[config.mk]
export PLATFORM = sky130hd
export DESIGN_NAME = psr_out_fifo
export DESIGN_NICKNAME = d
export VERILOG_FILES = /design/src/hw/rtl/poisson_stencil_residual_unit_assert.svh /design/src/hw/rtl/psr_pkg.sv /design/src/hw/rtl/psr_out_fifo.sv
export SDC_FILE = /design/constraint.sdc
export NUM_CORES = 1
export LEC_CHECK = 0
export ABC_AREA = 1
export BUFFER_PORTS_ARGS = -buffer_cell sky130_fd_sc_hd__buf_4
export CAP_MARGIN = 5
export CORE_UTILIZATION = 56
export DETAILED_ROUTE_END_ITERATION = 7
export PLACE_DENSITY = 0.78
export SLEW_MARGIN = 40
export SYNTH_ARGS = -nofsm -noshare
export SYNTH_HDL_FRONTEND = slang
export SYNTH_SLANG_ARGS = --single-unit
[constraint.sdc]
create_clock -name clk_i -period 5.6 [get_ports clk_i]
set_clock_uncertainty 0.2 [all_clocks]
set_input_delay 0.28 -clock clk_i [delete_from_list [all_inputs] [get_ports clk_i]]
set_output_delay 0.28 -clock clk_i [all_outputs]
set_load 0.01 [all_outputs]
[src/hw/rtl/poisson_stencil_residual_unit_assert.svh]
// Assertion macros of the residual unit RTL.
`ifndef POISSON_STENCIL_RESIDUAL_UNIT_ASSERT_SVH
`define POISSON_STENCIL_RESIDUAL_UNIT_ASSERT_SVH

// Property checked on every rising clk_i edge outside reset.
`define PSR_ASSERT(label, prop, msg) \
  label: assert property (@(posedge clk_i) disable iff (!rst_ni) (prop)) else $error(msg);

// Implication from an antecedent to a consequent in the same cycle.
`define PSR_ASSERT_IMPLIES(label, ante, cons, msg) \
  label: assert property (@(posedge clk_i) disable iff (!rst_ni) (ante) |-> (cons)) \
    else $error(msg);

`endif

[src/hw/rtl/psr_pkg.sv]
// Types and constants of the Poisson stencil residual unit.
package psr_pkg;

  localparam int unsigned SolW      = 24;
  localparam int unsigned ResW      = 32;
  localparam int unsigned DimW      = 11;
  localparam int unsigned RatioW    = 16;
  localparam int unsigned CfgW      = 16;
  localparam int unsigned CfgIdxW   = 2;
  localparam int unsigned CoefW     = 19;
  localparam int unsigned LrSumW    = 25;
  localparam int unsigned LrProdW   = 42;
  localparam int unsigned CProdW    = 43;
  localparam int unsigned LinW      = 26;
  localparam int unsigned SumW      = 46;
  localparam int unsigned FracShift = 12;
  localparam int unsigned MinDim    = 2;
  localparam int unsigned DimReset  = 1024;
  localparam int unsigned RatioReset = 4096;
  // The constant two in Q4.12 and one half of the Q.28 to Q.16 step.
  localparam int unsigned TwoQ12    = 8192;
  localparam int unsigned RoundHalf = 2048;

  typedef enum logic [CfgIdxW-1:0] {
    CFG_GRID_COLS     = 2'd0,
    CFG_GRID_ROWS     = 2'd1,
    CFG_SPACING_RATIO = 2'd2
  } cfg_index_e;

  typedef enum logic {
    OP_SAMPLE = 1'b0,
    OP_FLUSH  = 1'b1
  } op_e;

  typedef struct packed {
    op_e                    op;
    logic signed [SolW-1:0] sol_value;
    logic signed [SolW-1:0] rhs_value;
  } in_item_t;

  typedef struct packed {
    logic signed [ResW-1:0] residual;
    logic                   last_point;
    logic                   saturated;
  } out_item_t;

  // One column of the line store: middle row, row above and middle-row rhs.
  typedef struct packed {
    logic signed [SolW-1:0] mid;
    logic signed [SolW-1:0] above;
    logic signed [SolW-1:0] rhs;
  } line_word_t;

  typedef struct packed {
    logic emit;
    logic wr;
    logic has_up;
    logic has_left;
    logic has_right;
    logic last;
  } point_ctl_t;

endpackage

[src/hw/rtl/psr_out_fifo.sv]
// Small output queue that holds finished results until they are taken.
module psr_out_fifo #(
  parameter int unsigned Depth = 4
) (
  input  logic                       clk_i,
  input  logic                       rst_ni,
  input  logic                       push_i,
  input  psr_pkg::out_item_t         item_i,
  output logic                       valid_o,
  input  logic                       ready_i,
  output psr_pkg::out_item_t         item_o,
  output logic [$clog2(Depth+1)-1:0] count_o
);

  localparam int unsigned PtrW = $clog2(Depth);
  localparam int unsigned CntW = $clog2(Depth + 1);

  psr_pkg::out_item_t slot_q [Depth];
  logic [PtrW-1:0]    wr_ptr_q, wr_ptr_d, rd_ptr_q, rd_ptr_d;
  logic [CntW-1:0]    cnt_q, cnt_d;
  logic               pop;

  assign valid_o = (cnt_q != '0);
  assign pop     = valid_o && ready_i;
  assign item_o  = slot_q[rd_ptr_q];
  assign count_o = cnt_q;

  always_comb begin
    wr_ptr_d = wr_ptr_q;
    rd_ptr_d = rd_ptr_q;
    cnt_d    = cnt_q;
    if (push_i) begin
      wr_ptr_d = (wr_ptr_q == PtrW'(Depth - 1)) ? '0 : wr_ptr_q + PtrW'(1);
    end
    if (pop) begin
      rd_ptr_d = (rd_ptr_q == PtrW'(Depth - 1)) ? '0 : rd_ptr_q + PtrW'(1);
    end
    case ({push_i, pop})
      2'b10:   cnt_d = cnt_q + CntW'(1);
      2'b01:   cnt_d = cnt_q - CntW'(1);
      default: cnt_d = cnt_q;
    endcase
  end

  always_ff @(posedge clk_i or negedge rst_ni) begin
    if (!rst_ni) begin
      wr_ptr_q <= '0;
      rd_ptr_q <= '0;
      cnt_q    <= '0;
    end else begin
      wr_ptr_q <= wr_ptr_d;
      rd_ptr_q <= rd_ptr_d;
      cnt_q    <= cnt_d;
    end
  end

  always_ff @(posedge clk_i) begin
    if (push_i) begin
      slot_q[wr_ptr_q] <= item_i;
    end
  end

endmodule

==> out/qor_table.md <==
| Item | Value |
|---|---|
| Leading cell types in the layout, fill and taps excluded | sky130_fd_sc_hd__edfxtp_1, sky130_fd_sc_hd__nand2_1, sky130_fd_sc_hd__buf_4 |
| Switching share of power | 32.6% |
| Drt wl/cell | 15.7 um |
| Total Power | 3.70 mW |
| Number of synthesis warnings | 0 |
| Share of power burned in registers | 39.4% |
| Final hold slack | 0.301 ns |
| Net switching power figure | 1.20 mW |
| Clock edge transition at the registers on the reported setup and hold paths | 0.06 ns |
| Placement row count | 36 |
| Worst path cell trace | buf_6 -> nand2_1 -> o211ai_1 -> nand2_1 -> buf_4 |
| Relative slew slack | 48.8% |
| Final standard cell count with taps included and fillers excluded | 714 |
| RSZ-0062 raised after global routing | no |
| Worst min-delay path startpoint | count_o[0] |
| Fin. max-slew vios | 0 |
| RR Endpoint | count_o[2] |
| Clk Tree Root Cell | sky130_fd_sc_hd__clkbuf_8 |
| Fmax | 359 MHz |
| Sum of routed wire length over all layers | 11.2 mm |
| Number of DRC violations after detailed-routing iteration 0 | 181 |
| Leakage component of the power | 3.01 nW |
| Vias in the first global route | 3654 |
| Final count of negative-setup-slack endpoints | 0 |
| Internal Pwr Total | 2.49 mW |
| Post-layout worst setup margin | 2.82 ns |
| Most frequent standard cell in the layout excluding fill and tap cells | sky130_fd_sc_hd__edfxtp_1 |
| Worst setup slack before clock tree synthesis | 3.38 ns |
| Worst path slowest cell | sky130_fd_sc_hd__buf_6 |
| Number of port buffers | 75 |
| Critical path's largest stage delay | 0.64 ns |
| Worst Hold Path Cells | 1 |
| Chip Height | 104 um |
| CTS tree | built |
| Residual DRC count | 0 |
| Total die area | 10800 um^2 |
| Launching instance or port of the critical path | rd_ptr_q[0] |
| Antenna violations before repair | 1 |
| Power share of the combinational group | 33.1% |
| Mean Syn Cell Area | 12.8 um^2 |
| Outcome | completed |
| Area Growth Syn to Fin | 27.2% |
| Post-route fraction of the period consumed by the critical path | 49.7% |
| Worst endpoint required time | 5.12 ns |
| Cell area power density | 501 nW/um^2 |
| Number of buffers and inverters on the critical path | 2 |
| Maximum clock path buffer count | 2 |
| # nets final | 613 |
| Critical path startpoint category | flip-flop |
| Terminating pin of the worst hold path | count_o[0] |
| Worst Path Class, Setup | reg2out |
| WP data arrival | 2.30 ns |
| Core utilization of the finished layout | 74.5% |
| Worst VDD drop | 0.000369 V |
| Cell type with the highest occurrence count on the critical path | sky130_fd_sc_hd__nand2_1 |
| Class of the worst hold path | reg2reg |
| Global-route wire length before repair | 17.6 mm |
| Fraction of final layout cells with drive strength greater than 1 | 18.8% |
| Part of the total power dissipated in the clock network | 27.5% |
| GP Congestion | 0.752 |
| DR vias | 3652 |
| Total Negative Setup Slacks | 0 ns |
| Total clock buffers created by CTS | 17 |
| Crit Path Max Fanout | 116 |
| Library cells used by synthesis | 16 |
| Yosys top cell by area | sky130_fd_sc_hd__edfxtp_1 |
| Nature of the critical path endpoint | output pin |
| Post-route cell area | 7380 um^2 |
| Initial Util | 58.6% |
| Top cells by area, synth | sky130_fd_sc_hd__edfxtp_1, sky130_fd_sc_hd__o211ai_1, sky130_fd_sc_hd__nand2_1 |
| Actual transition at the worst max-transition pin | 0.768 ns |
| Synth Register Bits | 143 |
| Final Hold Violating Endpoints | 0 |
| Number of H-tree branching levels | 4 |
| Total global-route track usage | 21.8% |
| Min Tclk post-route | 2.78 ns |
| Sequential cell area | 4260 um^2 |
| Iteration count of the initial detailed-routing pass | 4 |
| Kind of cell with the highest combined delay on the critical path | buffers and inverters |
| FF-to-FF setup slack | 3.49 ns |
| Reported max-cap violation count | 0 |
| Fraction of post-synthesis cell area in the top cell type by area | 70.4% |
| Fill count | 644 |
| Antenna violation net count after detailed routing | 0 |
| Boundary Pins | 76 |
| Placed Area | 6460 um^2 |
| Cell area after synthesis | 5800 um^2 |
| Critical register-to-register path startpoint | count_o[1] |
| Core Region | 9910 um^2 |
| Sinks on Clock Net | 143 |
| Sequential share of the synthesized area | 73.4% |
| Insertion delay to the later sink of the worst-skew pair | 0.52 ns |
| Total overflow reported by the global router | 0 |
| DP HPWL | 6.25 mm |
| DP Cell Count | 644 |
| Number of standard cells after synthesis | 453 |
| Horizontal die dimension | 104 um |
| Multi-input gate area in the final layout | 1110 um^2 |
| Nets in the synthesized netlist | 498 |
| Pin count of the biggest net entering global routing | 117 |
| Vias per Instance | 5.11 |
| Reg2reg path depth | 11 |
[cell type report]
| cell class | instances | area share [%] |
|---|---|---|
| antenna | 1 | 0.0339 |
| clock buffer | 18 | 5.66 |
| clock inverter | 13 | 1.66 |
| inverter | 83 | 4.22 |
| multi-input combinational | 204 | 15.0 |
| sequential | 143 | 57.7 |
| tap | 133 | 2.25 |
| timing repair buffer | 119 | 13.4 |
[cell usage after synthesis]
master / instances
sky130_fd_sc_hd__edfxtp_1: 136
sky130_fd_sc_hd__ha_1: 6
sky130_fd_sc_hd__nand2_1: 118
sky130_fd_sc_hd__nor2_1: 2
sky130_fd_sc_hd__clkbuf_1: 2
sky130_fd_sc_hd__fa_1: 1
sky130_fd_sc_hd__o21ai_0: 3
sky130_fd_sc_hd__inv_2: 1
sky130_fd_sc_hd__nand3_1: 4
sky130_fd_sc_hd__inv_1: 82
sky130_fd_sc_hd__nand4_1: 1
sky130_fd_sc_hd__dfrtp_1: 7
sky130_fd_sc_hd__buf_2: 15
sky130_fd_sc_hd__xnor2_1: 1
sky130_fd_sc_hd__o211ai_1: 68
sky130_fd_sc_hd__buf_4: 6
[cells by family (layout without fill, tap and decap cells)]
| group | after synthesis | count (layout) | share of synthesized area [%] |
|---|---|---|---|
| adder cells (fa/ha/maj) | 7 | 7 | 1.64 |
| buffers and inverters | 106 | 233 | 7.57 |
| other | 0 | 1 | 0 |
| flip-flops | 143 | 143 | 73.4 |
| XOR/XNOR | 1 | 1 | 0.151 |
| AO/OA/AOI/OAI | 71 | 71 | 9.05 |
| AND/OR/NAND/NOR | 125 | 125 | 8.21 |
[per-layer routing]
layer  track usage, %  vias up  share of wire, %  routed length (um)
met3             6.23       13               4.5                 509
met1             26.5     1765                41                4660
li1                 -     1786                 -                   -
met2             37.5       88                53                5940
met5                0        -                 0                   0
met4             7.04        0               1.1                 125
[what timing repair did]
action,CTS,global route
hold buffers,38,0
setup buffers,0,0
endpoints found under the hold margin,147,0
resized for setup,0,0
setup endpoints to repair,0,0
[sequential cells by signal, indices dropped and copies added, names as in the netlist]
name,cells
wr_ptr_q,2
slot_q,136
rd_ptr_q,2
count_o,3
[worst reg2reg max path: stages (launching register included)]
cell	delay (ns)
sky130_fd_sc_hd__dfrtp_1	0.37
sky130_fd_sc_hd__inv_1	0.09
sky130_fd_sc_hd__nand3_1	0.21
sky130_fd_sc_hd__nand2_1	0.13
sky130_fd_sc_hd__inv_1	0.08
sky130_fd_sc_hd__ha_1	0.15
sky130_fd_sc_hd__inv_1	0.06
sky130_fd_sc_hd__fa_1	0.39
sky130_fd_sc_hd__nand2_1	0.13
sky130_fd_sc_hd__nand3_1	0.09
sky130_fd_sc_hd__nand2_1	0.06
sky130_fd_sc_hd__nand2_1	0.04
[how the worst max path moves through the flow]
stage,end,slack (ns),cells past startpoint
4_1_cts,item_o[3],2.83,5
2_1_floorplan,count_o[2],3.65,11
3_3_place_gp,item_o[5],3.26,5
5_1_grt,item_o[21],2.63,5
6_report,item_o[3],2.82,5
3_5_place_dp,item_o[3],3.38,5
[power groups by stage]
stage,combinational (mW),clock [mW],sequential [mW]
after floorplan,0.752,0,1.45
after global placement,1.17,0,1.46
after detailed placement,1.21,0,1.47
after CTS,1.24,1.03,1.45
after global routing,1.35,1.07,1.47
final,1.22,1.02,1.45
(Power assumes the default switching activity.)
