===== src/hw/rtl/poisson_stencil_residual_unit_assert.svh =====
// Assertion macros of the residual unit RTL.
`ifndef POISSON_STENCIL_RESIDUAL_UNIT_ASSERT_SVH
`define POISSON_STENCIL_RESIDUAL_UNIT_ASSERT_SVH

// Property checked on every rising clk_i edge outside reset.
`define PSR_ASSERT(label, prop, msg) \
  label: assert property (@(posedge clk_i) disable iff (!rst_ni) (prop)) else $error(msg);

// Implication from an antecedent to a consequent in the same cycle.
`define PSR_ASSERT_IMPLIES(label, ante, cons, msg) \
  label: assert property (@(posedge clk_i) disable iff (!rst_ni) (ante) |-> (cons)) \
    else $error(msg);

`endif


===== src/hw/rtl/psr_pkg.sv =====
// Types and constants of the Poisson stencil residual unit.
package psr_pkg;

  localparam int unsigned SolW      = 24;
  localparam int unsigned ResW      = 32;
  localparam int unsigned DimW      = 11;
  localparam int unsigned RatioW    = 16;
  localparam int unsigned CfgW      = 16;
  localparam int unsigned CfgIdxW   = 2;
  localparam int unsigned CoefW     = 19;
  localparam int unsigned LrSumW    = 25;
  localparam int unsigned LrProdW   = 42;
  localparam int unsigned CProdW    = 43;
  localparam int unsigned LinW      = 26;
  localparam int unsigned SumW      = 46;
  localparam int unsigned FracShift = 12;
  localparam int unsigned MinDim    = 2;
  localparam int unsigned DimReset  = 1024;
  localparam int unsigned RatioReset = 4096;
  // The constant two in Q4.12 and one half of the Q.28 to Q.16 step.
  localparam int unsigned TwoQ12    = 8192;
  localparam int unsigned RoundHalf = 2048;

  typedef enum logic [CfgIdxW-1:0] {
    CFG_GRID_COLS     = 2'd0,
    CFG_GRID_ROWS     = 2'd1,
    CFG_SPACING_RATIO = 2'd2
  } cfg_index_e;

  typedef enum logic {
    OP_SAMPLE = 1'b0,
    OP_FLUSH  = 1'b1
  } op_e;

  typedef struct packed {
    op_e                    op;
    logic signed [SolW-1:0] sol_value;
    logic signed [SolW-1:0] rhs_value;
  } in_item_t;

  typedef struct packed {
    logic signed [ResW-1:0] residual;
    logic                   last_point;
    logic                   saturated;
  } out_item_t;

  // One column of the line store: middle row, row above and middle-row rhs.
  typedef struct packed {
    logic signed [SolW-1:0] mid;
    logic signed [SolW-1:0] above;
    logic signed [SolW-1:0] rhs;
  } line_word_t;

  typedef struct packed {
    logic emit;
    logic wr;
    logic has_up;
    logic has_left;
    logic has_right;
    logic last;
  } point_ctl_t;

endpackage


===== src/hw/rtl/psr_stencil_dp.sv =====
// Stencil arithmetic: products, rounding to Q16.16 and saturation.
module psr_stencil_dp (
  input  logic                                   clk_i,
  input  logic                                   rst_ni,
  input  logic                                   valid_i,
  input  psr_pkg::point_ctl_t                    ctl_i,
  input  logic signed [psr_pkg::SolW-1:0]        center_i,
  input  logic signed [psr_pkg::SolW-1:0]        above_i,
  input  logic signed [psr_pkg::SolW-1:0]        right_i,
  input  logic signed [psr_pkg::SolW-1:0]        left_i,
  input  logic signed [psr_pkg::SolW-1:0]        down_i,
  input  logic signed [psr_pkg::SolW-1:0]        rhs_i,
  input  logic [psr_pkg::RatioW-1:0]             ratio_i,
  input  logic signed [psr_pkg::CoefW-1:0]       coef_i,
  output logic                                   valid_o,
  output psr_pkg::out_item_t                     item_o
);

  localparam int unsigned QW = psr_pkg::SumW - psr_pkg::FracShift;

  logic signed [psr_pkg::SolW-1:0]    l_val, r_val, u_val, d_val;
  logic signed [psr_pkg::LrSumW-1:0]  lr_sum;
  logic signed [psr_pkg::RatioW:0]    ratio_s;
  logic signed [psr_pkg::LrProdW-1:0] p_lr_d, p_lr_q;
  logic signed [psr_pkg::CProdW-1:0]  p_c_d, p_c_q;
  logic signed [psr_pkg::LinW-1:0]    lin_d, lin_q;
  logic                               last_q;
  logic                               v_q;
  logic signed [psr_pkg::SumW-1:0]    sum;
  logic signed [QW-1:0]               q_full;
  logic                               sat;

  // Neighbors outside the grid count as zero.
  assign l_val   = ctl_i.has_left  ? left_i  : '0;
  assign r_val   = ctl_i.has_right ? right_i : '0;
  assign u_val   = ctl_i.has_up    ? above_i : '0;
  assign d_val   = ctl_i.wr        ? down_i  : '0;
  assign lr_sum  = l_val + r_val;
  assign ratio_s = {1'b0, ratio_i};
  assign p_lr_d  = lr_sum * ratio_s;
  assign p_c_d   = coef_i * center_i;
  assign lin_d   = u_val + d_val - rhs_i;

  always_ff @(posedge clk_i or negedge rst_ni) begin
    if (!rst_ni) begin
      v_q <= 1'b0;
    end else begin
      v_q <= valid_i;
    end
  end

  always_ff @(posedge clk_i) begin
    p_lr_q <= p_lr_d;
    p_c_q  <= p_c_d;
    lin_q  <= lin_d;
    last_q <= ctl_i.last;
  end

  assign sum = psr_pkg::SumW'(p_lr_q) + psr_pkg::SumW'(p_c_q)
             + (psr_pkg::SumW'(lin_q) <<< psr_pkg::FracShift)
             + psr_pkg::SumW'(psr_pkg::RoundHalf);

  // Arithmetic shift floors toward minus infinity.
  assign q_full = sum[psr_pkg::SumW-1:psr_pkg::FracShift];
  assign sat    = (q_full[QW-1:psr_pkg::ResW-1] != '0)
               && (q_full[QW-1:psr_pkg::ResW-1] != '1);

  always_comb begin
    item_o.last_point = last_q;
    item_o.saturated  = sat;
    if (!sat) begin
      item_o.residual = q_full[psr_pkg::ResW-1:0];
    end else if (q_full[QW-1]) begin
      item_o.residual = {1'b1, {(psr_pkg::ResW-1){1'b0}}};
    end else begin
      item_o.residual = {1'b0, {(psr_pkg::ResW-1){1'b1}}};
    end
  end

  assign valid_o = v_q;

endmodule


===== config.mk =====
export PLATFORM = sky130hd
export DESIGN_NAME = psr_stencil_dp
export DESIGN_NICKNAME = d
export VERILOG_FILES = /design/src/hw/rtl/poisson_stencil_residual_unit_assert.svh /design/src/hw/rtl/psr_pkg.sv /design/src/hw/rtl/psr_stencil_dp.sv
export SDC_FILE = /design/constraint.sdc
export NUM_CORES = 2
export LEC_CHECK = 0
export BUFFER_PORTS_ARGS = -buffer_cell sky130_fd_sc_hd__buf_2
export CAP_MARGIN = 20
export CORE_MARGIN = 2
export CORE_UTILIZATION = 55
export DETAILED_ROUTE_END_ITERATION = 8
export PLACE_DENSITY = 0.75
export SLEW_MARGIN = 20
export SYNTH_ARGS = -nofsm -noshare
export SYNTH_HDL_FRONTEND = slang
export SYNTH_SLANG_ARGS = --single-unit

===== constraint.sdc =====
create_clock -name clk_i -period 5 [get_ports clk_i]
set_clock_uncertainty 0.1 [all_clocks]
set_input_delay 1.5 -clock clk_i [delete_from_list [all_inputs] [get_ports clk_i]]
set_output_delay 1.5 -clock clk_i [all_outputs]
set_load 0.01 [all_outputs]

==> reports/results.md <==
• layout net count: 6795
• syn nets: 5963
• buffers plus inverters on the worst setup path: 11
• count of flip-flops with a built-in enable after synthesis: 0
• fraction of layout cells with a size suffix above 1: 0.287
• initial core utilization: 0.555
• worst hold slack after final layout: 0.733 ns
• pre-CTS WS: -4.60 ns
• maximum number of pins on one net before global-route repair: 65
• delay of the slowest cell on the worst path: 0.73 ns
• clock buffers created by TritonCTS: 17
• Core Footprint: 0.0730 sq mm
• Vias per Instance: 5.52
• post-CTS clock slew at the launch and capture registers of the worst setup and hold paths: 0.06 ns
• total die area: 0.0758 sq mm
• area added between synthesis and finish: 28.4%
• setup repair after global routing missed its margin: true
• Cell Area, Synth: 0.0405 sq mm
• total number of clock tree sinks: 113
• slowest library cell on the worst path: fa_1
• final max-slew violation count: 0
• Iter 0 DRT Violations: 2606
• initial antenna violation count: 3
• type of element launching the critical path: input port
• maximum clock path buffer count: 2
• post-route clock period utilization: 1.82
• total routing usage reported by global routing: 0.308
• clock tree from TritonCTS: done
• flip-flop and latch count after synthesis: 113
• worst rel slew slack: 0.522
• minimum clock period: 9.09 ns
• combined flip-flop and latch cell area: 0.00227 sq mm
• number of warning messages in the yosys log: 0
• gate count after technology mapping: 4545
• largest fanout on the critical path: 4
• crit path capture type: register
• GPL Wtd Cong: 0.970
• # setup viols final: 108
• Least-Margin Pin Slew: 0.711 ns
• multi-input logic area: 0.0360 sq mm
• prevailing post-synth register cell: dfxtp_1
• fraction of registers with async set or reset after synthesis: 0.00885
• deepest level of the CTS H-tree: 4
• number of different library cells in the post-synthesis netlist: 95
• Max Cap Viol: 0
• total I/O pin count: 223
• die outline width: 275 microns
• total via count in the routed design: 35077
• most common cell after layout, fill and taps aside: inv_1
• WL per Instance: 18.4 microns
• required time of the critical path: 5.22 ns
• cell repeated most along the worst path: fa_1
• Critical Path AT: 9.32 ns
• highest-count cells in the layout ignoring fill and taps: inv_1, fa_1, buf_4
• family with the most delay on the worst path: adder cells
• number of failing hold endpoints at the final stage: 0
• half-perimeter wire length of the detailed placement result: 91100 microns
• Hold Buf Count CTS: 0
• # fillers: 5036
• DR pass1 iterations: 8
• total DRC errors in the routed layout: 1
• Clk Tree Root Cell: clkbuf_16
• sequential element share of the synthesized area: 0.0560
• Max Clk Rate: 110 MHz
• sum of overflow across all layers after global routing: 0
• Core Rows: 99
• run status: complete, but fails checks
• per-instance average area after synthesis: 8.90 sq um
• least setup slack across all paths after layout: -4.09 ns
• violations in the final reports: design-rule violations, negative setup slack
• count of antenna-violating nets left after detailed routing: 0
• port buffer count: 221
• class of the tightest hold or removal check: input port to async pin
• vias in the first global route: 37417
• global-route wire length before repair: 186000 microns
• count of inserted antenna diode cells: 0
• y dimension of the die: 275 microns
• Worst Setup Path Type: input port to register
• final routed wirelength across all metal layers: 117000 microns
==> metrics by stage <==
step	cells	utilization	TNS, ns	instance area (sq um)
2_1_floorplan	4545	-	-174.04	42000
3_3_place_gp	6213	0.665	-218.08	48500
3_5_place_dp	6213	0.665	-224.53	48500
4_1_cts	6302	0.695	-194.82	50700
5_1_grt	6349	0.712	-230.50	51900
6_report	6349	0.712	-216.06	51900
==> repair_timing <==
action / CTS / global route
pin swaps: 193 / 194
gates resized for setup: 325 / 233
endpoints found under the setup margin: 108 / 112
cloned: 3 / 1
setup buffers: 66 / 69
==> layer usage <==
| layer | up-vias | global-route usage | routed length, microns |
|---|---|---|---|
| met3 | 406 | 0.0450 | 8880 |
| met2 | 1571 | 0.516 | 56900 |
| met4 | 4 | 0.120 | 5390 |
| met5 | - | 0 | 27 |
| met1 | 17575 | 0.406 | 45700 |
| li1 | 15521 | - | - |
==> area by class of cell <==
cell class / count / area share
Sequential cell: 113 / 0.0437
Multi-Input combinational cell: 3234 / 0.693
Tap cell: 959 / 0.0231
Inverter: 984 / 0.0712
Clock buffer: 18 / 0.00846
Clock inverter: 14 / 0.00181
Timing Repair Buffer: 1027 / 0.159
==> registers in the layout, summed over array words and instances (netlist names) <==
register,cells
valid_o,1
p_c_q,43
p_lr_q,42
lin_q,26
last_q,1
==> logic make-up (layout without fill, tap and decap cells) <==
family / Yosys count / count (layout) / synth area share
flip-flops: 113 / 113 / 0.0560
XOR/XNOR: 142 / 142 / 0.0307
multiplexers: 19 / 19 / 0.00507
AO/OA/AOI/OAI: 481 / 481 / 0.0827
AND/OR/NAND/NOR: 1359 / 1359 / 0.165
adder cells (fa/ha/maj): 1233 / 1233 / 0.548
buffers and inverters: 1198 / 2043 / 0.112
==> final timing paths <==
kind                       startpoint         end  slack [ns]  depth (start not counted)
min in group clk_i           ctl_i[0]      last_q        1.07                          1
worst min-delay path           rst_ni     valid_o        0.73                          1
max in group asynchronous      rst_ni     valid_o        3.98                          1
worst max-delay path         ctl_i[1]  p_lr_q[38]       -4.09                         37
==> synthesized netlist by cell type (4+ instances only) <==
| master | number | area, sq um |
|---|---|---|
| o21ai_1 | 8 | 40.0 |
| nor4b_1 | 4 | 35.0 |
| and3_2 | 4 | 30.0 |
| buf_2 | 6 | 30.0 |
| and2_1 | 333 | 2080 |
| mux2i_1 | 7 | 70.1 |
| a311oi_1 | 16 | 140 |
| dfxtp_1 | 112 | 2240 |
| a31oi_1 | 31 | 194 |
| o31a_1 | 5 | 43.8 |
| o21a_1 | 24 | 180 |
| a21oi_1 | 119 | 596 |
| buf_1 | 5 | 18.8 |
| fa_1 | 901 | 18000 |
| o311ai_0 | 14 | 123 |
| clkbuf_1 | 195 | 732 |
| and3_1 | 25 | 156 |
| nor3_1 | 43 | 215 |
| inv_1 | 982 | 3690 |
| o2111ai_1 | 4 | 35.0 |
| o21bai_1 | 16 | 120 |
| xor2_1 | 43 | 377 |
| o21ai_0 | 78 | 390 |
| o311a_1 | 17 | 170 |
| nand2b_1 | 64 | 400 |
| nor2_1 | 82 | 308 |
| nor3b_1 | 15 | 113 |
| or3_1 | 5 | 31.3 |
| nor4_1 | 5 | 31.3 |
| nand3b_1 | 5 | 37.5 |
| xnor2_1 | 99 | 867 |
| mux2_2 | 12 | 135 |
| ha_1 | 329 | 4120 |
| a211oi_1 | 14 | 105 |
| o211ai_1 | 11 | 82.6 |
| a21o_1 | 63 | 473 |
| or2_2 | 5 | 31.3 |
| nand4b_1 | 4 | 35.0 |
| nand4_1 | 42 | 263 |
| nor2b_1 | 34 | 213 |
| nand2_1 | 647 | 2430 |
| nand3_1 | 28 | 140 |
| o31ai_1 | 6 | 45.0 |
Power is left out: the tool's default activity adds up to more than one toggle a clock period on the data nets, which glitch-free logic cannot reach.
