$ cat src/hw/rtl/poisson_stencil_residual_unit_assert.svh
// Assertion macros of the residual unit RTL.
`ifndef POISSON_STENCIL_RESIDUAL_UNIT_ASSERT_SVH
`define POISSON_STENCIL_RESIDUAL_UNIT_ASSERT_SVH

// Property checked on every rising clk_i edge outside reset.
`define PSR_ASSERT(label, prop, msg) \
  label: assert property (@(posedge clk_i) disable iff (!rst_ni) (prop)) else $error(msg);

// Implication from an antecedent to a consequent in the same cycle.
`define PSR_ASSERT_IMPLIES(label, ante, cons, msg) \
  label: assert property (@(posedge clk_i) disable iff (!rst_ni) (ante) |-> (cons)) \
    else $error(msg);

`endif

$ cat src/hw/rtl/psr_ram.sv
// Generic RAM: one write port, two read ports, registered read data.
module psr_ram #(
  parameter int unsigned Width = 8,
  parameter int unsigned Depth = 16
) (
  input  logic                     clk_i,
  input  logic                     we_i,
  input  logic [$clog2(Depth)-1:0] waddr_i,
  input  logic [Width-1:0]         wdata_i,
  input  logic [$clog2(Depth)-1:0] raddr_a_i,
  output logic [Width-1:0]         rdata_a_o,
  input  logic [$clog2(Depth)-1:0] raddr_b_i,
  output logic [Width-1:0]         rdata_b_o
);

  logic [Width-1:0] mem_q [Depth];
  logic [Width-1:0] rd_a_q;
  logic [Width-1:0] rd_b_q;

  always_ff @(posedge clk_i) begin
    if (we_i) begin
      mem_q[waddr_i] <= wdata_i;
    end
    rd_a_q <= mem_q[raddr_a_i];
    rd_b_q <= mem_q[raddr_b_i];
  end

  assign rdata_a_o = rd_a_q;
  assign rdata_b_o = rd_b_q;

endmodule

$ cat config.mk
export PLATFORM = sky130hd
export DESIGN_NAME = psr_ram
export DESIGN_NICKNAME = d
export VERILOG_FILES = /design/src/hw/rtl/poisson_stencil_residual_unit_assert.svh /design/src/hw/rtl/psr_ram.sv
export SDC_FILE = /design/constraint.sdc
export NUM_CORES = 1
export LEC_CHECK = 0
export BUFFER_PORTS_ARGS = -buffer_cell sky130_fd_sc_hd__buf_2
export CAP_MARGIN = 20
export CORE_ASPECT_RATIO = 1.4
export CORE_MARGIN = 4
export CORE_UTILIZATION = 45
export DETAILED_ROUTE_END_ITERATION = 7
export PLACE_DENSITY_LB_ADDON = 0.3
export SETUP_SLACK_MARGIN = 0.1
export SLEW_MARGIN = 0
export SYNTH_ARGS = -nofsm -noshare
export SYNTH_HDL_FRONTEND = slang
export SYNTH_SLANG_ARGS = --single-unit
$ cat constraint.sdc
create_clock -name clk_i -period 1.95 [get_ports clk_i]
set_input_delay 0.39 -clock clk_i [delete_from_list [all_inputs] [get_ports clk_i]]
set_output_delay 0.39 -clock clk_i [all_outputs]
set_load 0.01 [all_outputs]
==> results of run 1 <==
cell usage in the layout (no fill, tap or decap), types with 3 or more instances in the layout:
master / Yosys / final
bufinv_16: 0 / 3
nand2_1: 17 / 17
buf_12: 0 / 6
a22oi_1: 32 / 32
nor2_1: 14 / 14
edfxtp_1: 128 / 128
nor3_1: 4 / 3
mux4_2: 34 / 34
dfxtp_1: 16 / 16
mux4_1: 28 / 28
clkinvlp_4: 0 / 3
buf_2: 6 / 37
clkbuf_16: 0 / 17
buf_4: 2 / 23
registers in the layout (all words and copies together) (netlist names):
register   flops
rdata_b_o      8
rdata_a_o      8
mem_q        128
where the power goes:
| part | leakage (nW) | switching (mW) | internal [mW] |
|---|---|---|---|
| clock | 0.282 | 1.24 | 2.01 |
| sequential | 1.29 | 0.0344 | 3.45 |
| combinational | 1.04 | 0.287 | 0.258 |
synthesized netlist by cell type:
| cell | count | share of area [%] |
|---|---|---|
| nand3_1 | 1 | 0.079 |
| mux4_2 | 34 | 12 |
| buf_2 | 6 | 0.47 |
| a22oi_1 | 32 | 3.8 |
| nor2b_1 | 2 | 0.20 |
| edfxtp_1 | 128 | 61 |
| nand2b_1 | 2 | 0.20 |
| buf_6 | 6 | 1.1 |
| nor2_1 | 14 | 0.83 |
| mux4_1 | 28 | 12 |
| nor3_1 | 4 | 0.32 |
| and2b_1 | 2 | 0.24 |
| buf_4 | 2 | 0.24 |
| and2_1 | 2 | 0.20 |
| mux4_4 | 2 | 0.79 |
| dfxtp_1 | 16 | 5.0 |
| nand2_1 | 17 | 1.0 |
| clkdlybuf4s25_2 | 6 | 0.95 |
| nand3b_1 | 2 | 0.24 |
| or3b_2 | 1 | 0.14 |
metrics by stage:
step | hold WS, ns | area, um^2 | std cells | worst slack (ns) | power (mW)
floorplan | 0.489 | 6350 | 307 | 0.294 | 3.87
detailed placement | 0.696 | 6890 | 538 | 0.0752 | 4.10
global placement | 0.677 | 6890 | 538 | 0.0348 | 4.09
finish | 0.356 | 7480 | 570 | 0.477 | 7.28
CTS | 0.350 | 7480 | 570 | 0.469 | 7.31
global route | 0.360 | 7480 | 570 | 0.443 | 7.51
worst max-delay path by stage:
stage,cells after the start,to
after CTS,3,rdata_b_o[7]
after detailed placement,5,rdata_a_o[6]
after global placement,5,rdata_a_o[6]
after global routing,5,rdata_a_o[6]
final,3,rdata_b_o[7]
after floorplan,2,mem_q[3][0]
kinds of logic (layout without fill, tap and decap cells):
| logic type | Yosys count | in the layout | synth area share, % |
|---|---|---|---|
| mux | 64 | 64 | 24.4 |
| buf+inv | 20 | 98 | 2.72 |
| flops | 144 | 144 | 65.6 |
| simple gates | 47 | 47 | 3.43 |
| compound gates | 32 | 32 | 3.79 |
layer usage:
| layer | part of all wire (%) | global-route usage [%] |
|---|---|---|
| met1 | 38 | 23.8 |
| met2 | 54 | 32.3 |
| met3 | 5.5 | 3.99 |
| met4 | 2.6 | 8.15 |
| met5 | 0 | 0 |
area by class of cell:
type	count	area (um^2)	share of cell area [%]
sequential	144	4160	55.7
multi-input combinational	143	2010	26.9
tap	185	231	3.09
clock inverter	14	165	2.21
clock buffer	18	429	5.74
timing repair buffer	66	478	6.39
worst max-delay path: cells and delay by family (launching register included):
family / cells / cell delay, ns
AO/OA/AOI/OAI: 1 / 0.24
flip-flops: 1 / 0.39
multiplexers: 1 / 0.63
AND/OR/NAND/NOR: 1 / 0.09
==> impl_metrics.json, run 1 <==
{
  "syn_nets": 329,
  "path_clk_slew_ns": 0.06,
  "drive_gt1_share_pct": 34.5,
  "max_freq_mhz": 679,
  "drc": 0,
  "fill_cells": 1072,
  "grt_pass1_vias": 3592,
  "die_area_um2": 16100,
  "synth_seq_cells": 144,
  "dp_hpwl_mm": 9.63,
  "clock_skew_ns": 0.00603,
  "place.gp.congestion": 0.788,
  "firstDrtPassIters": 5,
  "maxCapViolCount": 0,
  "worstPathRequired_ns": 2.25,
  "initial_core_util_pct": 45.8,
  "min_path_cells": 1,
  "synth-seq-area-share_pct": 65.6,
  "hold_viol": 0,
  "overflow": 0,
  "cts_buffer_depth": 2,
  "period_needed_ns": 1.47,
  "min_from": "wdata_i[4]",
  "crit_path_start": "mem_q[3][7]",
  "routedWlPerCell_um": 25.0,
  "grt_pass1_wl_mm": 21.9,
  "ff2ff_setup_slack_ns": 0.48,
  "hp-class": "input pin to flip-flop",
  "grtUsageTotal_pct": 19.1,
  "core_area_um2": 13800,
  "outcome": "completed",
  "avgViaCountPerCell": 5.97,
  "h-tree-depth": 4,
  "drt_iter0_drc": 245,
  "avgSynthCellArea_um2": 20.7,
  "drtAntennaViolNets": 0,
  "leakage_nw": 2.61,
  "critical_path_class": "flip-flop to flip-flop",
  "antenna_found_initial": 0,
  "syn_area_um2": 6350,
  "worstPathMaxFanout": 2,
  "fin_tns_setup_ns": 0,
  "rr_worst_depth": 3,
  "relSlewSlack_pct": 44.2,
  "vias": 3403,
  "fin_nets": 394,
  "worstMarginPinSlew_ns": 0.836,
  "yosysWarnings": 0,
  "slowest_stage": "mux4_4",
  "critPathCaptureType": "flip-flop",
  "start_kind": "flip-flop",
  "fin_crit_sh_pct": 75.5,
  "cts_tree": "done",
  "clkSinkCount": 144,
  "cts_buffers": 17,
  "cts_resized": 0,
  "final_max_slew_viol_count": 0,
  "clock-root-buffer": "clkbuf_16",
  "hold_buffers": 0,
  "clock_latency_ns": 0.42,
  "p_per_area_nw_per_um2": 973,
  "yosysUniqueCellTypes": 20,
  "cp_data_arrival_time_ns": 1.77,
  "report.final.setup_viol": 0,
  "antennaDiodeCount": 0,
  "timing.rr.end": "rdata_b_o[7]",
  "std_cell_rows": 51,
  "fp.dieH_um": 149,
  "final_util_pct": 54.0,
  "io_buffers": 37,
  "syn_to_final_growth_pct": 17.9,
  "vdd_drop_max_uv": 416,
  "slowest_delay_ns": 0.63,
  "grt_start_max_net_pins": 33,
  "ioPinCount": 38,
  "postCtsSetupBuffers": 0,
  "syn_inst": 307,
  "hold_end": "mem_q[3][4]",
  "r2r-start": "mem_q[3][7]",
  "rsz0062_at_grt": "false",
  "cp_cell_sequence": "mux4_4 -> a22oi_1 -> nand2_1",
  "routed_wl_mm": 14.2,
  "chipWidth_um": 108
}
Note: power is estimated with default switching activity, not from simulation.
==> inputs of run 2 (changes only) <==
Clock period 1.95 ns to 1.4 ns, I/O delays scaled along.
==> run 2 against run 1 <==
  * Largest cell class unchanged
  * Flip-flop and latch count did not move
  * Non-clock buffer count is 28 higher
  * Final cell count is 5.1% higher
  * Critical path type unchanged
==> impl_metrics.json, run 2 (same netlist as run 1, synthesis figures left out) <==
{
  "outcome": "completed",
  "dp_hpwl_mm": 10.3,
  "postCtsSetupBuffers": 0,
  "clock_skew_ns": 0.00667,
  "fin_nets": 422,
  "fin_cells": 599,
  "grt_start_max_net_pins": 19,
  "rsz0062_at_grt": "true",
  "vdd_drop_max_uv": 936,
  "overflow": 0,
  "regMostFlops": "mem_q",
  "power_mw": 10.5,
  "drive_gt1_share_pct": 50.4,
  "fin_crit_sh_pct": 98.5,
  "h-tree-depth": 4,
  "report.final.setup_viol": 0,
  "routed_wl_mm": 15.5,
  "drc": 0,
  "grt_pass1_vias": 3798,
  "std_cell_rows": 51,
  "maxCapViolCount": 0,
  "grt_pass1_wl_mm": 22.9,
  "syn_to_final_growth_pct": 23.7,
  "cts_buffers": 17,
  "period_needed_ns": 1.38,
  "clock-root-buffer": "clkbuf_16",
  "die_area_um2": 16100,
  "antenna_found_initial": 1,
  "worstMarginPinSlew_ns": 1.20,
  "leakage_nw": 2.71,
  "relSlewSlack_pct": 19.7,
  "vias": 3581,
  "hold_buffers": 0,
  "place.gp.congestion": 0.804,
  "stdcell_area_um2": 7850,
  "drtAntennaViolNets": 0,
  "layout_commonest_cell": "edfxtp_1",
  "p_per_area_nw_per_um2": 1340,
  "worstPathRequired_ns": 1.70,
  "initial_core_util_pct": 45.8,
  "firstDrtPassIters": 5,
  "cts_tree": "done",
  "ioPinCount": 38,
  "path_clk_slew_ns": 0.06,
  "cp_data_arrival_time_ns": 1.68,
  "worstPathMaxFanout": 2,
  "start_kind": "flip-flop",
  "io_buffers": 37,
  "max_freq_mhz": 725,
  "core_area_um2": 13800,
  "largest_reg_flops": 128,
  "hold_slack_ns": 0.231,
  "routedWlPerCell_um": 25.8,
  "grtUsageTotal_pct": 20.4,
  "drt_iter0_drc": 378,
  "clock_latency_ns": 0.41,
  "hold_viol": 0,
  "final_cell_mix": "edfxtp_1, mux4_2, buf_4",
  "critPathCaptureType": "flip-flop",
  "chipWidth_um": 108,
  "clkSinkCount": 144,
  "dp.cells": 566,
  "hp-class": "input pin to flip-flop",
  "critical_path_class": "flip-flop to flip-flop",
  "place_area_um2": 7150,
  "final_max_slew_viol_count": 0,
  "cts_buffer_depth": 2,
  "fp.dieH_um": 149,
  "avgViaCountPerCell": 5.98
}
run 2: final timing paths:
kind,slack [ns],from,to,cells past startpoint
setup / recovery,0.02,mem_q[3][0],rdata_a_o[0],3
hold / removal,0.23,wdata_i[3],mem_q[7][3],1
setup reg to reg,0.02,mem_q[3][0],rdata_a_o[0],3
hold reg to reg,0.70,mem_q[14][2],rdata_b_o[2],3
run 2: power by group:
group	switching (mW)	internal [mW]	leakage, nW	total (mW)
logic	0.445	0.434	1.11	0.879
registers	0.0546	4.81	1.29	4.87
clock network	1.66	3.12	0.306	4.77
total	2.16	8.36	2.71	10.5
run 2: worst max-delay path, cell delays in order, from the launching register on:
cell and delay, ns:
edfxtp_1 0.39, mux4_4 0.61, a22oi_2 0.20, nand2_1 0.07
run 2: layer usage:
metal | track usage (%) | vias to the layer above | share of wire, %
met3 | 4.78 | 38 | 7.4
met5 | 0 | - | 0
met1 | 26.5 | 1852 | 38
li1 | - | 1500 | -
met2 | 33.0 | 191 | 52
met4 | 8.97 | 0 | 3.2
run 2: metrics by stage:
stage | utilization, % | setup TNS (ns) | setup slack (ns)
6_report | 56.7 | 0 | 0.0209
5_1_grt | 56.7 | -0.0359 | -0.0207
4_1_cts | 56.4 | 0 | 0.0127
3_5_place_dp | 51.6 | -11.21 | -0.295
3_3_place_gp | 51.6 | -10.31 | -0.300
2_1_floorplan | - | -0.105 | -0.0131
run 2: timing repair:
item,CTS,global route
pin swaps,2,1
hold endpoints to repair,0,0
setup endpoints to repair,8,14
gates resized for setup,7,7
run 2: area by class of cell:
class | count | area (um^2)
timing repair buffer | 94 | 788
tap | 185 | 231
multi-input combinational | 143 | 2030
clock inverter | 10 | 159
fill | 1031 | 6000
antenna | 1 | 2.50
clock buffer | 22 | 474
sequential | 144 | 4160
